==> src/hw/rtl/btndb_pkg.sv <==
// Package for the five-button debouncer with short and long press detection.
// Holds the button state encoding, operation and register codes, and the
// control structs shared by the top level and the per-button cell.
package btndb_pkg;

    localparam int PIN_BITS      = 5;
    localparam int OUT_BUTTONS   = 5;
    localparam int STATE_W       = 3;
    localparam int COUNT_W       = 8;
    localparam int TIMER_W       = 8;
    localparam int CFG_DATA_W    = 8;
    localparam int CFG_INDEX_W   = 1;
    localparam int IDX_W         = 3;
    localparam int IDX_CMP_W     = 6;

    localparam logic [TIMER_W-1:0] INITIAL_DELAY      = 8'h05;
    localparam logic [TIMER_W-1:0] RESET_DEBOUNCE     = 8'h05;
    localparam logic [COUNT_W-1:0] RESET_LONG_FACTOR  = 8'h0A;
    localparam logic [COUNT_W-1:0] COUNT_MAX          = 8'hFF;

    typedef enum logic [STATE_W-1:0] {
        ST_NEUTRAL    = 3'd0,
        ST_DEBOUNCE   = 3'd1,
        ST_SHORT_DOWN = 3'd2,
        ST_LONG_DOWN  = 3'd3,
        ST_SHORT_UP   = 3'd4,
        ST_LONG_UP    = 3'd5
    } t_btn_state;

    typedef enum logic [1:0] {
        OP_POLL  = 2'd0,
        OP_TICK  = 2'd1,
        OP_CLEAR = 2'd2,
        OP_QUERY = 2'd3
    } t_op;

    typedef enum logic [CFG_INDEX_W-1:0] {
        REG_DEBOUNCE_TICKS = 1'b0,
        REG_LONG_FACTOR    = 1'b1
    } t_reg_index;

    typedef struct packed {
        logic [TIMER_W-1:0] debounce_ticks;
        logic [COUNT_W-1:0] long_factor;
    } t_cfg;

    // Per-button strobes for one accepted transfer.
    typedef struct packed {
        logic poll;
        logic tick;
        logic clear;
        logic pressed;
    } t_cell_ctrl;

endpackage

==> src/hw/rtl/btndb_cell.sv <==
// One button: state machine, saturating hold counter and countdown timer.
// Depends on btndb_pkg for the state encoding and the control structs.
module btndb_cell
    import btndb_pkg::*;
(
    input  logic       i_clk,
    input  logic       i_rst_n,
    input  t_cell_ctrl i_ctrl,
    input  t_cfg       i_cfg,
    output t_btn_state o_state,
    output t_btn_state o_next_state
);

    t_btn_state         r_state, n_state;
    logic [COUNT_W-1:0] r_count, n_count;
    logic [TIMER_W-1:0] r_timer, n_timer;
    logic               w_eval;
    logic [COUNT_W-1:0] w_count_inc;

    assign w_eval      = i_ctrl.poll && (r_timer == '0);
    assign w_count_inc = (r_count == COUNT_MAX) ? r_count : r_count + COUNT_W'(1);

    // Next state.
    always_comb begin
        n_state = r_state;
        if (i_ctrl.clear) begin
            n_state = ST_NEUTRAL;
        end else if (w_eval) begin
            case (r_state)
                ST_NEUTRAL: begin
                    if (i_ctrl.pressed) n_state = ST_DEBOUNCE;
                end
                ST_DEBOUNCE: begin
                    n_state = i_ctrl.pressed ? ST_SHORT_DOWN : ST_NEUTRAL;
                end
                ST_SHORT_DOWN: begin
                    if (!i_ctrl.pressed) begin
                        n_state = ST_SHORT_UP;
                    end else if (w_count_inc > i_cfg.long_factor) begin
                        n_state = ST_LONG_DOWN;
                    end
                end
                ST_LONG_DOWN: begin
                    if (!i_ctrl.pressed) n_state = ST_LONG_UP;
                end
                default: n_state = r_state;
            endcase
        end
    end

    // Counter and timer updates.
    always_comb begin
        n_count = r_count;
        n_timer = r_timer;
        if (w_eval) begin
            n_timer = i_cfg.debounce_ticks;
            if (i_ctrl.pressed) begin
                case (r_state)
                    ST_NEUTRAL:    n_count = '0;
                    ST_DEBOUNCE,
                    ST_SHORT_DOWN: n_count = w_count_inc;
                    default:       n_count = r_count;
                endcase
            end
        end else if (i_ctrl.tick && (r_timer != '0)) begin
            n_timer = r_timer - TIMER_W'(1);
        end
    end

    always_ff @(posedge i_clk) begin
        if (!i_rst_n) begin
            r_state <= ST_NEUTRAL;
            r_count <= '0;
            r_timer <= INITIAL_DELAY;
        end else begin
            r_state <= n_state;
            r_count <= n_count;
            r_timer <= n_timer;
        end
    end

    assign o_state      = r_state;
    assign o_next_state = n_state;

endmodule

==> src/hw/rtl/button_debounce_short_long_press_core.sv <==
// Top level of the push-button debouncer with short and long press detection.
// Instantiates one btndb_cell per button; depends on btndb_pkg.
//
//  channel  | direction | handshake                     | payload
//  ---------+-----------+-------------------------------+-------------------------------
//  s_axis   | in        | i_s_axis_tvalid/o_s_axis_tready | tuser op, tdata pins/idx/qs
//  m_axis   | out       | o_m_axis_tvalid/i_m_axis_tready | tdata five states, match flag
//  cfg      | in        | i_cfg_valid/o_cfg_ready       | i_cfg_index, i_cfg_data
//
// A poll or tick updates all buttons and a clear only the selected one in the cycle the
// transfer is accepted; its result reaches the output register on the next cycle: one
// item per cycle unless stalled. Input is accepted when the output register is empty or
// being drained. Synchronous active-low reset sets every button neutral, counters to
// zero and timers to the initial delay; configuration returns to its default values.
module button_debounce_short_long_press_core
    import btndb_pkg::*;
#(
    parameter int BUTTONS = 5
) (
    input  logic                   i_clk,
    input  logic                   i_rst_n,
    input  logic                   i_s_axis_tvalid,
    output logic                   o_s_axis_tready,
    // [4:0] pin_levels, [7:5] button_index, [10:8] query_state, [15:11] zero
    input  logic [15:0]            i_s_axis_tdata,
    // [1:0] op
    input  logic [1:0]             i_s_axis_tuser,
    output logic                   o_m_axis_tvalid,
    input  logic                   i_m_axis_tready,
    // [2:0] state_right, [5:3] state_left, [8:6] state_down, [11:9] state_up,
    // [14:12] state_press, [15] state_matches
    output logic [15:0]            o_m_axis_tdata,
    input  logic                   i_cfg_valid,
    output logic                   o_cfg_ready,
    input  logic [CFG_INDEX_W-1:0] i_cfg_index,
    input  logic [CFG_DATA_W-1:0]  i_cfg_data
);

    t_cfg               r_cfg;
    logic               r_out_valid;
    logic [15:0]        r_out_data;
    logic               w_accept;
    t_op                w_op;
    logic [PIN_BITS-1:0] w_pins;
    logic [IDX_W-1:0]   w_idx;
    logic [STATE_W-1:0] w_qs;
    logic [BUTTONS-1:0] w_sel;
    logic [BUTTONS-1:0] w_hit;
    t_btn_state         w_state      [BUTTONS];
    t_btn_state         w_next_state [BUTTONS];
    logic [STATE_W-1:0] w_out_state  [OUT_BUTTONS];
    logic               w_matches;

    assign o_s_axis_tready = !r_out_valid || i_m_axis_tready;
    assign w_accept        = i_s_axis_tvalid && o_s_axis_tready;
    assign o_cfg_ready     = 1'b1;

    assign w_op   = t_op'(i_s_axis_tuser);
    assign w_pins = i_s_axis_tdata[4:0];
    assign w_idx  = i_s_axis_tdata[7:5];
    assign w_qs   = i_s_axis_tdata[10:8];

    always_ff @(posedge i_clk) begin
        if (!i_rst_n) begin
            r_cfg.debounce_ticks <= RESET_DEBOUNCE;
            r_cfg.long_factor    <= RESET_LONG_FACTOR;
        end else if (i_cfg_valid) begin
            case (i_cfg_index)
                REG_DEBOUNCE_TICKS: r_cfg.debounce_ticks <= i_cfg_data;
                REG_LONG_FACTOR:    r_cfg.long_factor    <= i_cfg_data;
                default:            r_cfg                <= r_cfg;
            endcase
        end
    end

    for (genvar i = 0; i < BUTTONS; i++) begin : g_btn
        t_cell_ctrl w_ctrl;

        // The index is widened so that buttons beyond eight never alias.
        assign w_sel[i] = ({{(IDX_CMP_W-IDX_W){1'b0}}, w_idx} == IDX_CMP_W'(i));
        assign w_hit[i] = w_sel[i] && (STATE_W'(w_state[i]) == w_qs);

        assign w_ctrl.poll  = w_accept && (w_op == OP_POLL);
        assign w_ctrl.tick  = w_accept && (w_op == OP_TICK);
        assign w_ctrl.clear = w_accept && (w_op == OP_CLEAR) && w_sel[i];
        if (i < PIN_BITS) begin : g_pin
            assign w_ctrl.pressed = !w_pins[i];
        end else begin : g_nopin
            assign w_ctrl.pressed = 1'b0;
        end

        btndb_cell u_cell (
            .i_clk        (i_clk),
            .i_rst_n      (i_rst_n),
            .i_ctrl       (w_ctrl),
            .i_cfg        (r_cfg),
            .o_state      (w_state[i]),
            .o_next_state (w_next_state[i])
        );
    end

    for (genvar i = 0; i < OUT_BUTTONS; i++) begin : g_out
        if (i < BUTTONS) begin : g_have
            assign w_out_state[i] = w_next_state[i];
        end else begin : g_none
            assign w_out_state[i] = '0;
        end
    end

    assign w_matches = (w_op == OP_QUERY) && (|w_hit);

    always_ff @(posedge i_clk) begin
        if (!i_rst_n) begin
            r_out_valid <= 1'b0;
        end else if (o_s_axis_tready) begin
            r_out_valid <= i_s_axis_tvalid;
        end
    end

    always_ff @(posedge i_clk) begin
        if (w_accept) begin
            r_out_data <= {w_matches, w_out_state[4], w_out_state[3], w_out_state[2],
                           w_out_state[1], w_out_state[0]};
        end
    end

    assign o_m_axis_tvalid = r_out_valid;
    assign o_m_axis_tdata  = r_out_data;

endmodule
==> config.mk <==
export PLATFORM = sky130hd
export DESIGN_NAME = button_debounce_short_long_press_core
export DESIGN_NICKNAME = d
export VERILOG_FILES = /design/src/hw/rtl/btndb_pkg.sv /design/src/hw/rtl/btndb_cell.sv /design/src/hw/rtl/button_debounce_short_long_press_core.sv
export SDC_FILE = /design/constraint.sdc
export NUM_CORES = 1
export LEC_CHECK = 0
export CELL_PAD_IN_SITES_DETAIL_PLACEMENT = 1
export CELL_PAD_IN_SITES_GLOBAL_PLACEMENT = 1
export CORE_AREA = 2 2 132 134
export CTS_CLUSTER_DIAMETER = 80
export DETAILED_ROUTE_END_ITERATION = 6
export DIE_AREA = 0 0 134 136
export DONT_BUFFER_PORTS = 1
export PLACE_DENSITY_LB_ADDON = 0.1
export SLEW_MARGIN = 20
export SYNTH_ARGS = -nofsm -noshare
export SYNTH_HDL_FRONTEND = slang
export SYNTH_SLANG_ARGS = --single-unit
==> constraint.sdc <==
create_clock -name i_clk -period 3.3 [get_ports i_clk]
set_input_delay 0.99 -clock i_clk [delete_from_list [all_inputs] [get_ports i_clk]]
set_output_delay 0.99 -clock i_clk [all_outputs]
set_load 0.05 [all_outputs]
[Yosys cells after proc, flatten, opt, wreduce, memory -nomap -nowiden]
Index checks and enable logic that the tools add are counted.
Storage, ports and cells
  output and inout port bits: 19
  bits in registers: 128
  bits of input ports: 32
  word-level logic and storage cells: 199
Operators by class
  bitwise operators: 6
  order comparisons: 5
  reduce and logical (&&, ||, !) cells: 67
  equality and inequality tests: 32
  muxes and demuxes: 60
  add/sub/neg operators: 10
Operators by type and width (number)
  8-bit two-way mux: 15
  3-bit two-way mux: 30
  8-bit one-hot mux with 2 select lines: 5
  3-bit one-hot mux with 4 select lines: 5
  8-bit by 1-bit adder with 8-bit output, second input constant: 5
  8-bit == test, second input constant: 5
  8-bit > comparator: 5
  8-bit zero test: 5
  8-bit nonzero test: 5
  8-bit by 1-bit subtractor with 8-bit output, second input constant: 5
  3-bit by 2-bit == test with 1-bit output, second input constant: 12
  1-bit logical AND: 25
  2-bit nonzero test: 10
  3-bit by 1-bit == test with 1-bit output, second input constant: 6
  3-bit zero test: 6
  3-bit == test: 5
  3-bit AND reduction: 5
  2-bit two-way mux: 5
  2-bit OR reduction: 5
  1-bit inverter: 6
  5-bit OR reduction: 1
  2-bit == test, second input constant: 2
  2-bit AND reduction: 2
  3-bit == test, second input constant: 1
  other kinds (4): 4

[Logic depth before layout (Yosys ltp)]
  depth after elaboration: 8
  depth in mapped cells: 12
  mapped depth without buffers: 11

[By module]
Synthesis repeated with hierarchy kept, for this count alone.
Unflattened totals
  cells, all modules: 1049
  area, all modules: 8510.7 µm²
Modules (own cells, without submodules)
  btndb_cell (g_btn[0].u_cell ...): area an instance 1433.9 µm², instances 3, seq. area each 380.4 µm², cells an instance 185
  button_debounce_short_long_press_core: area an instance 1431.4 µm², instances 1, seq. area each 820.8 µm², cells an instance 139
  btndb_cell (g_btn[1].u_cell): area an instance 1390.1 µm², instances 1, seq. area each 380.4 µm², cells an instance 180
  btndb_cell (g_btn[4].u_cell): area an instance 1387.6 µm², instances 1, seq. area each 380.4 µm², cells an instance 175

[Least setup slack after synthesis]
Ideal clock, no wire load.
  path type: flip-flop to flip-flop
  start: register g_btn[3].u_cell.r_count[0]
  end: register r_out_data[9] (netlist: o_m_axis_tdata[9]), data pin
  setup slack: 0.520 ns
  library setup time: 0.278 ns
  stages on the path, launching flop included: 12
  data required time: 3.022 ns
  period minus slack after synthesis: 2.780 ns
  path buffers: 1
  arrival: 2.502 ns
  path through: dfxtp_1 -> ha_1 -> and3_1 -> clkbuf_1 -> nand3_1 -> mux2_2 -> ha_1 -> nor2b_1 -> o211ai_1 -> a21oi_1 -> a2111oi_0 -> nor4_1
On the way
  word-level cells in the longest chain between the ends: 8
  elaborated cells between the ends (all ways): 9
  classes of those cells: 1 x add/sub; 1 x order compare; 1 x eq/ne; 6 x mux
RTL lines
  start, declared: RTL line btndb_cell.sv:15  | logic [COUNT_W-1:0] r_count, n_count;
  start signal, assigned: RTL line btndb_cell.sv:77  | r_count <= n_count;
  8-bit by 1-bit adder with 8-bit output / 8-bit == test (equally long branches): RTL line btndb_cell.sv:21  | assign w_count_inc = (r_count == COUNT_MAX) ? r_count : r_count + COUNT_W'(1);
  8-bit two-way mux (*): RTL line btndb_cell.sv:21
  8-bit > comparator (*): RTL line btndb_cell.sv:39  | end else if (w_count_inc > i_cfg.long_factor) begin
  3-bit two-way mux (*): RTL line btndb_cell.sv:39
  3-bit two-way mux (*): RTL line btndb_cell.sv:37  | if (!i_ctrl.pressed) begin
  3-bit one-hot mux with 4 select lines (*): RTL line btndb_cell.sv:29  | case (r_state)
  3-bit two-way mux (*): RTL line btndb_cell.sv:28  | end else if (w_eval) begin
  3-bit two-way mux (*): RTL line btndb_cell.sv:26  | if (i_ctrl.clear) begin
  via g_btn[3].u_cell.o_next_state[0]: RTL line btndb_cell.sv:11  | output t_btn_state o_next_state
  end signal, assigned: RTL line button_debounce_short_long_press_core.sv:122  | r_out_data <= {w_matches, w_out_state[4], w_out_state[3], w_out_state[2],
  end, declared: RTL line button_debounce_short_long_press_core.sv:41  | logic [15:0] r_out_data;
The timed path passes the listed nets; every way through them passes the cells marked *.
A chain may end at the register's enable or synchronous reset.

[Worst setup path in the final report]
  start: register g_btn[0].u_cell.r_count[0]
  end: register r_out_data[0] (netlist: o_m_axis_tdata[0]), data pin
On the way
  word-level cells in the longest chain between the ends: 8
  elaborated cells between the ends (all ways): 9
  classes of those cells: 1 x add/sub; 1 x order compare; 1 x eq/ne; 6 x mux
RTL lines (RTL line)
  start, declared: btndb_cell.sv:15
  start signal, assigned: btndb_cell.sv:77
  8-bit by 1-bit adder with 8-bit output / 8-bit == test (equally long branches): btndb_cell.sv:21
  8-bit two-way mux (*): btndb_cell.sv:21
  8-bit > comparator (*): btndb_cell.sv:39
  3-bit two-way mux (*): btndb_cell.sv:39
  3-bit two-way mux (*): btndb_cell.sv:37
  3-bit one-hot mux with 4 select lines (*): btndb_cell.sv:29
  3-bit two-way mux (*): btndb_cell.sv:28
  3-bit two-way mux (*): btndb_cell.sv:26
  via g_btn[0].u_cell.o_next_state[0]: btndb_cell.sv:11
Marks and branches as above.

==> flow_summary.yaml <==
synth:
  yosysWarnings: 0
  syn_area_sq_mm: 0.008075
  synth.distinct_cells: 72
  synth-main-ff-cell: "dfxtp_1"
  async_reset_ff_share_pct: 0
  seq_area_frac_synth_pct: 33.72
  avgSynthCellArea_sq_um: 8.043
  syn_nets: 1086
  synth_cells: 1004
  ys_ff_latch: 128
  synth-edff-count: 16
layout:
  area_growth_pct: 9.467
  most-common-layout-cells: "nand2_1, dfxtp_1, a21oi_1"
  layout_commonest_cell: "nand2_1"
  final_layout_size_suffix_gt1_share_pct: 7.631
  num-fill-cells: 2019
  postLayoutCellArea_sq_mm: 0.008840
  layout.area.seq_sq_mm: 0.002723
  diodes: 0
  multiInputGateArea_sq_mm: 0.005000
  final_cell_count_no_fill: 1221
  fin_nets: 1065
route:
  wirelength_mm: 26.32
  antenna_left: 0
  drc_errors: 0
  dr.pass1.iters: 5
  via_count: 7809
  wl_per_cell_um: 21.56
  drt_iter0_drc: 394
  via_per_inst: 6.396
worst_setup_path:
  cp.required_ns: 3.45
  cp_max_fo: 7
  arrival_ns: 3.19
  timing.reg2reg.setup_slack_ns: 0.26
  end_kind: "flop"
  worstSetupPathType: "flop to flop"
  cp-start-kind: "flop"
die:
  ios: 51
  die_y_um: 136
  core-area_sq_mm: 0.01688
  start_util_pct: 47.85
  num_rows: 48
  die_area_sq_mm: 0.01822
  die_width_um: 134
global_routing:
  top_usage_layer: "met2"
  grt_use_total_pct: 29.58
  grt_use_met1_pct: 35.66
  grt_pass1_wl_mm: 42.35
  grt_max_degree: 45
  met2_usage_pct: 51.00
  grt_pass1_vias: 8116
  antenna_found_initial: 0
  grt.overflow.total: 0
  grt_use_met3_pct: 5.444
timing:
  rsz0062_at_grt: "false"
  worst_pin_slew_ns: 1.049
  fin_crit_ns: 3.042
  finalSetupViolations: 0
  post-route-period-util_pct: 92.18
  fin_tns_setup_ns: 0
  relSlewSlack_pct: 30.09
  worst_slack_ns: 0.2580
  clock-skew-final_ns: 0.01203
  fmax_mhz: 328.7
  final_max_slew_viol_count: 0
  hold_viol_final: 0
clock_tree:
  cts_setup_buffers: 0
  root_buffer: "clkbuf_16"
  cts_sinks: 128
  clock_latency_ns: 0.43
  numCtsBuffers: 17
  clkTransAtPathRegs_ns: 0.06
  tritoncts: "yes"
  cts_max_path_buffers: 2
  cts_max_level: 4
pwr:
  p_comb_share_pct: 5.6
  power_mw: 3.722
  swShare_pct: 25.91
  switchingPower_mw: 0.9644
  p_clk_share_pct: 49.9
  p_leak_nw: 3.387
  powerDensity_mw_per_mm2: 421.1
  peakVddDrop_uv: 330.2
  p_int_mw: 2.758
  p_seq_share_pct: 44.6
placement:
  place_ws_ns: 0.2478
  gp_congestion: 0.8759
  dpl-instance-area_sq_mm: 0.008254
  dpl.cell_count: 1189
  hpwl_mm: 19.20
  io_buffers: 0
run_status:
  outcome: "completed"
job:
  drv_cap: 0
worst_hold_path:
  hp-class: "flop to flop"
-- worst paths after layout --
| path | from | endpoint | cells after the start |
|---|---|---|---|
| min | r_cfg[4] | r_cfg[4] | 2 |
| max reg2reg | g_btn[0].u_cell.r_count[0] | o_m_axis_tdata[0] | 11 |
| max | g_btn[0].u_cell.r_count[0] | o_m_axis_tdata[0] | 11 |
| min reg2reg | r_cfg[4] | r_cfg[4] | 2 |
-- layout make-up --
class	count	area share [%]
Sequential cell	128	30.80
Inverter	35	1.486
Multi-Input combinational cell	786	56.56
Tap cell	225	3.185
Timing Repair Buffer	15	1.415
Clock buffer	18	5.096
Clock inverter	14	1.458
-- cells by family after synthesis --
logic type               share of synthesized area [%]
XOR/XNOR                                         3.579
AO/OA/AOI/OAI                                    20.11
AND/OR/NAND/NOR                                  28.40
adder cells (fa/ha/maj)                          7.747
multiplexers                                     1.952
buffers and inverters                            4.447
other                                          0.04644
flip-flops                                       33.72
-- flip-flops by register name (all words and copies together) (netlist names) --
name / count
g_btn.u_cell.o_state: 15
g_btn.u_cell.r_count: 40
g_btn.u_cell.r_timer: 40
o_m_axis_tdata: 16
o_m_axis_tvalid: 1
r_cfg: 16
-- repair_timing --
item,4_1_cts,5_1_grt
hold buffers,0,0
endpoints found under the setup margin,0,1
gates resized for setup,0,1
-- cell usage after synthesis (6+ instances only) --
master     number  share of area [%]
a31oi_1        31                2.4
dfxtp_1       112                 28
o2111ai_1       6               0.65
a22o_1          6               0.65
a211oi_1       11                1.0
and2_1         10               0.77
nand2_1       132                6.1
nor3b_1         8               0.74
xor2_1         13                1.4
xnor2_1        20                2.2
edfxtp_1       16                5.9
clkbuf_1       45                2.1
ha_1           50                7.7
or3_1           6               0.46
nor2_1         74                3.4
nand3_1        55                3.4
nor3_1         25                1.5
nor4_1         19                1.5
and4_1          8               0.87
inv_1          35                1.6
a22oi_1        12                1.1
and3_1         18                1.4
mux2_2          6               0.84
o211ai_1       12                1.1
o21ai_0        18                1.1
nor2b_1        20                1.5
a2bb2oi_1       8               0.87
o21a_1         16                1.5
mux2i_1         9                1.1
a21oi_1        83                5.1
nand2b_1        6               0.46
nand4_1        27                2.1
-- power groups by stage --
stage                     clock network (mW)  registers [mW]  logic (mW)
after detailed placement                   0            1.69       0.205
after CTS                               1.89            1.66       0.206
after global placement                     0            1.69       0.192
after global routing                    1.95            1.66       0.226
after floorplan                            0            1.68       0.152
final                                   1.86            1.66       0.207
-- per-stage QoR --
| step | hold WS (ns) | util [%] |
|---|---|---|
| 6_report | 0.4683 | 52.38 |
| 3_3_place_gp | 0.4509 | 48.91 |
| 3_5_place_dp | 0.4602 | 48.91 |
| 5_1_grt | 0.4967 | 52.38 |
| 4_1_cts | 0.4682 | 52.34 |
| 2_1_floorplan | 0.4363 | - |
-- routing by layer --
layer | share of wire (%) | up-vias
li1 | - | 3690
met1 | 44 | 3855
met2 | 49 | 190
met3 | 4.0 | 74
met4 | 3.6 | 0
met5 | 0 | -
-- worst max-delay path: stages (launching register included) --
cell and delay (ns):
dfxtp_1 0.37, ha_1 0.28, and3_2 0.27, nand2_1 0.23, nand2_1 0.13, xnor2_1 0.15, ha_1 0.31, a211o_1 0.27
a21oi_1 0.19, nand3_1 0.13, a211oi_1 0.30, a21oi_1 0.14
No activity file was read; power rests on OpenSTA's default activity.
